## src/sv/fft_wavevector_from_index_core_macros.svh

```systemverilog
// ----------------------------------------------------------------------------
// fft_wavevector_from_index_core_macros
// Assertion macros for the wavevector generator.
// ----------------------------------------------------------------------------
`ifndef FFT_WAVEVECTOR_FROM_INDEX_CORE_MACROS_SVH
`define FFT_WAVEVECTOR_FROM_INDEX_CORE_MACROS_SVH
`ifndef SYNTH
`define FWV_ASSERT_IMPL(label, clk, rst_n, a, c) \
    label: assert property (@(posedge clk) disable iff (!rst_n) (a) |-> (c)) \
        else $error("assertion failed");
`define FWV_ASSERT_NEXT(label, clk, rst_n, a, c) \
    label: assert property (@(posedge clk) disable iff (!rst_n) (a) |=> (c)) \
        else $error("assertion failed");
`else
`define FWV_ASSERT_IMPL(label, clk, rst_n, a, c)
`define FWV_ASSERT_NEXT(label, clk, rst_n, a, c)
`endif
`endif

```

## src/sv/fwv_divmod.sv

```systemverilog
// ----------------------------------------------------------------------------
// fwv_divmod
// Pipelined restoring divider: one quotient bit per stage, N_BITS stages.
// Carries a side word along so the caller can keep context aligned.
// ----------------------------------------------------------------------------
module fwv_divmod #(
    parameter int unsigned N_BITS = 30,
    parameter int unsigned D_BITS = 11,
    parameter int unsigned S_BITS = 8
) (
    input  logic              i_clk,
    input  logic              i_rst_n,
    input  logic              i_en,
    input  logic              i_valid,
    input  logic [N_BITS-1:0] i_num,
    input  logic [D_BITS-1:0] i_den,
    input  logic [S_BITS-1:0] i_side,
    output logic              o_valid,
    output logic [N_BITS-1:0] o_quot,
    output logic [D_BITS-1:0] o_rem,
    output logic [S_BITS-1:0] o_side
);
    logic [N_BITS:0]   r_v;
    logic [N_BITS-1:0] r_q   [N_BITS+1];
    logic [D_BITS-1:0] r_r   [N_BITS+1];
    logic [D_BITS-1:0] r_d   [N_BITS+1];
    logic [S_BITS-1:0] r_s   [N_BITS+1];

    assign r_v[0] = i_valid;
    assign r_q[0] = i_num;
    assign r_r[0] = '0;
    assign r_d[0] = i_den;
    assign r_s[0] = i_side;

    for (genvar k = 0; k < N_BITS; k++) begin : g_stage
        logic [D_BITS:0]   n_trial;
        logic              n_ge;
        always_comb begin
            n_trial = {r_r[k], r_q[k][N_BITS-1]};
            n_ge    = n_trial >= {1'b0, r_d[k]};
        end
        always_ff @(posedge i_clk) begin
            if (!i_rst_n) begin
                r_v[k+1] <= 1'b0;
            end else if (i_en) begin
                r_v[k+1] <= r_v[k];
            end
            if (i_en) begin
                r_r[k+1] <= n_ge ? D_BITS'(n_trial - {1'b0, r_d[k]}) : D_BITS'(n_trial);
                r_q[k+1] <= {r_q[k][N_BITS-2:0], n_ge};
                r_d[k+1] <= r_d[k];
                r_s[k+1] <= r_s[k];
            end
        end
    end

    assign o_valid = r_v[N_BITS];
    assign o_quot  = r_q[N_BITS];
    assign o_rem   = r_r[N_BITS];
    assign o_side  = r_s[N_BITS];
endmodule

```

## config.mk

```make
export PLATFORM = sky130hd
export DESIGN_NAME = fwv_divmod
export DESIGN_NICKNAME = d
export VERILOG_FILES = /design/src/sv/fft_wavevector_from_index_core_macros.svh /design/src/sv/fwv_divmod.sv
export SDC_FILE = /design/constraint.sdc
export NUM_CORES = 2
export LEC_CHECK = 0
export BUFFER_PORTS_ARGS = -buffer_cell sky130_fd_sc_hd__clkbuf_2
export CAP_MARGIN = 40
export CORE_UTILIZATION = 60
export CTS_BUF_LIST = sky130_fd_sc_hd__clkbuf_2
export CTS_CLUSTER_DIAMETER = 120
export DETAILED_ROUTE_END_ITERATION = 6
export PLACE_DENSITY_LB_ADDON = 0.25
export SLEW_MARGIN = 0
export SYNTH_ARGS = -nofsm -noshare
export SYNTH_HDL_FRONTEND = slang
export SYNTH_SLANG_ARGS = --single-unit
```

## constraint.sdc

```tcl
create_clock -name i_clk -period 6.9 [get_ports i_clk]
set_input_delay 0.345 -clock i_clk [delete_from_list [all_inputs] [get_ports i_clk]]
set_output_delay 0.345 -clock i_clk [all_outputs]
set_load 0.02 [all_outputs]
```

==> metrics.md <==
| Metric | Value |
|---|---|
| Layout cells sized above 1 | `0.192` |
| Final setup TNS | `0 ns` |
| Setup bufs post-CTS | `0` |
| First-pass GRT wire length | `roughly 190000 um` |
| Max FO, Critical Path | `7` |
| Number of synthesized flops with an enable pin | `around 1.8k` |
| Critical Path RT | `around 8.2 ns` |
| Most used DFF post-synth | `edfxtp_1` |
| Crit path arrival time | `4.31 ns` |
| Die Y | `~360 um` |
| Final min period | `just under 3 ns` |
| TritonCTS clock tree | `yes` |
| Flop and latch count out of synthesis | `1819` |
| Most frequent cells in the layout | `1789 x edfxtp_1, 745 x clkbuf_2, 427 x inv_1` |
| Max rail drop VDD | `around 190 uV` |
| Nets | `between 5k and 6k` |
| Synth Warn # | `0` |
| Total GRT Usage | `0.186` |
| WL per Instance | `roughly 16 um` |
| Final Hold Viols | `0` |
| Slew margin rel. | `0.295` |
| Asr flop ratio synth | `0` |
| Vias | `~40k` |
| Avg Cell Area, Syn | `between 15 and 20 um^2` |
| Skew final | `around 0.13 ns` |
| Hold_buf cts | `161` |
| Cells after synthesis | `roughly 4.8k` |
| Synth area leader | `edfxtp_1` |
| Die Wd | `roughly 360 um` |
| Fmax | `336 MHz` |
| Num rows | `between 100 and 150` |
| CP startpoint kind | `register` |
| Crit path from | `r_d[176]` |
| Non-Filler Instances | `7401` |
| Crit end category | `register` |
| Synthesis-to-finish area growth | `10.4%` |
| Die area | `roughly 130000 um^2` |
| Syn Nets | `slightly above 5k` |
| Total gr overflow | `0` |
| Vias in the first global route | `~39k` |
| Setup CP Type | `reg -> reg` |
| Cell Area, Synth | `75500 um^2` |
| Routability cong. | `between 0.8 and 0.9` |
| Largest net degree at the start of global routing | `a little over 200` |
| HP Start | `r_q[885]` |
| Slew Limit Fails | `0` |
| H-tree levels | `5` |
| Initial Util | `0.607` |
| Cells after DPL | `roughly 6.5k` |
| Vias/cell | `roughly 5.4` |
| Iteration-0 DRC Markers | `2610` |
| Reg2reg start | `r_d[176]` |
| Drc violations | `0` |
| Max Cap Viol | `0` |
| RSZ-0062 raised after global routing | `no` |
| Post-cts gate resize count | `0` |
| P_leak | `between 0.03 and 0.04 uW` |
| Pre-antenna DRT Iters | `6` |
| Clock transition at the registers of the reported paths | `~0.11 ns` |
| Share of the synthesized area in the top cell type | `0.712` |
| Sequential share of the synthesized area | `0.720` |
| Synth cell types | `63` |
| PortBufs | `around 100` |
| Post-route antenna net violation count | `0` |
| HP Class | `reg -> reg` |
| Worst slew pin tran | `between 1 and 1.5 ns` |
| Root Buffer | `clkbuf_2` |
| Final WL | `roughly 120000 um` |
| Initial antenna violation count | `2` |
| Most common cell after layout, fill and taps aside | `edfxtp_1` |
| Fin crit share | `0.431` |
| TritonCTS Buffers | `around 440` |
| Clock buffer depth | `4` |
| Top cells by area, synth | `edfxtp_1 71%, ha_1 5.3%, mux2_2 3.7%` |
| Clock latency on the worst-skew pair | `1.66 ns` |
| Placeable Area | `about 120000 um^2` |
| Clock Sinks | `~1.8k` |
| IO Count | `slightly above 100` |
| Power Dens Cells | `374 nW/um^2` |
| Outcome | `finished clean` |
| Final setup viols | `0` |
| Post-DP HPWL | `around 73000 um` |
-- state kept, by name, summed over array words and instances (netlist names) --
signal,flops
r_v,29
r_s,232
r_d,319
g_stage.n_trial,348
o_rem,11
o_quot,30
o_side,8
r_q,841
o_valid,1
-- cells by family after synthesis --
| logic type | share of synthesized area |
|---|---|
| AND/OR/NAND/NOR | 0.0570 |
| AO/OA/AOI/OAI | 0.0683 |
| buffers and inverters | 0.0288 |
| adder cells (fa/ha/maj) | 0.0609 |
| flip-flops | 0.720 |
| XOR/XNOR | 0.0150 |
| multiplexers | 0.0502 |
-- per-layer routing --
metal / GRT usage / up-vias / wire length [um]
met5: 0 / - / 0
met4: 0.0833 / 0 / 3320
met3: 0.0406 / 280 / 5170
met2: 0.301 / 850 / 56500
met1: 0.243 / 18800 / 52700
li1: - / 19700 / -
-- final cells by class --
class	instances	area, um^2
fillers	8771	41000
multi-input cells	2438	19000
inverters	427	1600
flip-flops and latches	1819	54300
clock inverters	122	518
diodes	8	20.0
well taps	1637	2050
clock buffers	644	3220
repair buffers	306	2600
-- metrics by stage --
step	power (uW)	setup slack (ns)	instance area (um^2)	hold WS (ns)	util
after floorplan	22500	4.47	75500	0.400	-
after global placement	24300	3.82	77700	0.400	0.625
after detailed placement	24700	3.96	77900	0.405	0.627
after CTS	31400	3.89	83300	0.0531	0.670
after global routing	33200	3.70	83300	0.186	0.670
final	31100	3.93	83300	0.352	0.670
-- power by group --
part | leakage, uW | total (uW) | switching (uW) | internal [uW]
registers | 0.0177 | 15100 | 747 | 14300
logic | 0.0118 | 9550 | 4940 | 4610
clock network | 0.00295 | 6510 | 3990 | 2520
total | 0.0324 | 31100 | 9680 | 21500
-- synthesized netlist by cell type, types with 25 or more instances --
cell and n:
edfxtp_1 1789, inv_1 427, ha_1 321, mux2_2 245, a21oi_1 230, nor2_1 215
o21ai_0 152, nand2_1 151, nor2b_1 124, xnor2_1 122, mux2i_1 100, nand2b_1 75
buf_4 58, nand3_1 55, o2111ai_1 46, or3_1 46, nand4_1 42, o21a_1 40
o211ai_1 36, a21o_1 35, a21boi_0 34, nand3b_1 32, nor3_1 32, dfxtp_1 30
fa_1 29, o21ai_1 25
-- worst max-delay path: stages, from the launching register on --
cell,delay [ns]
edfxtp_1,0.42
ha_1,0.25
fa_1,0.42
nor2b_1,0.13
o21ai_1,0.09
nand3_1,0.10
a21oi_1,0.08
o31ai_2,0.65
buf_6,0.22
mux2_2,0.33
-- worst paths after layout --
path	to	slack [ns]	cells past startpoint
worst max-delay path	g_stage[15].n_trial[3]	3.93	9
worst min-delay path	r_q[856]	0.35	0
worst max register to register	g_stage[15].n_trial[3]	3.93	9
worst min register to register	r_q[856]	0.35	0
Note: power is estimated with default switching activity, not from simulation.
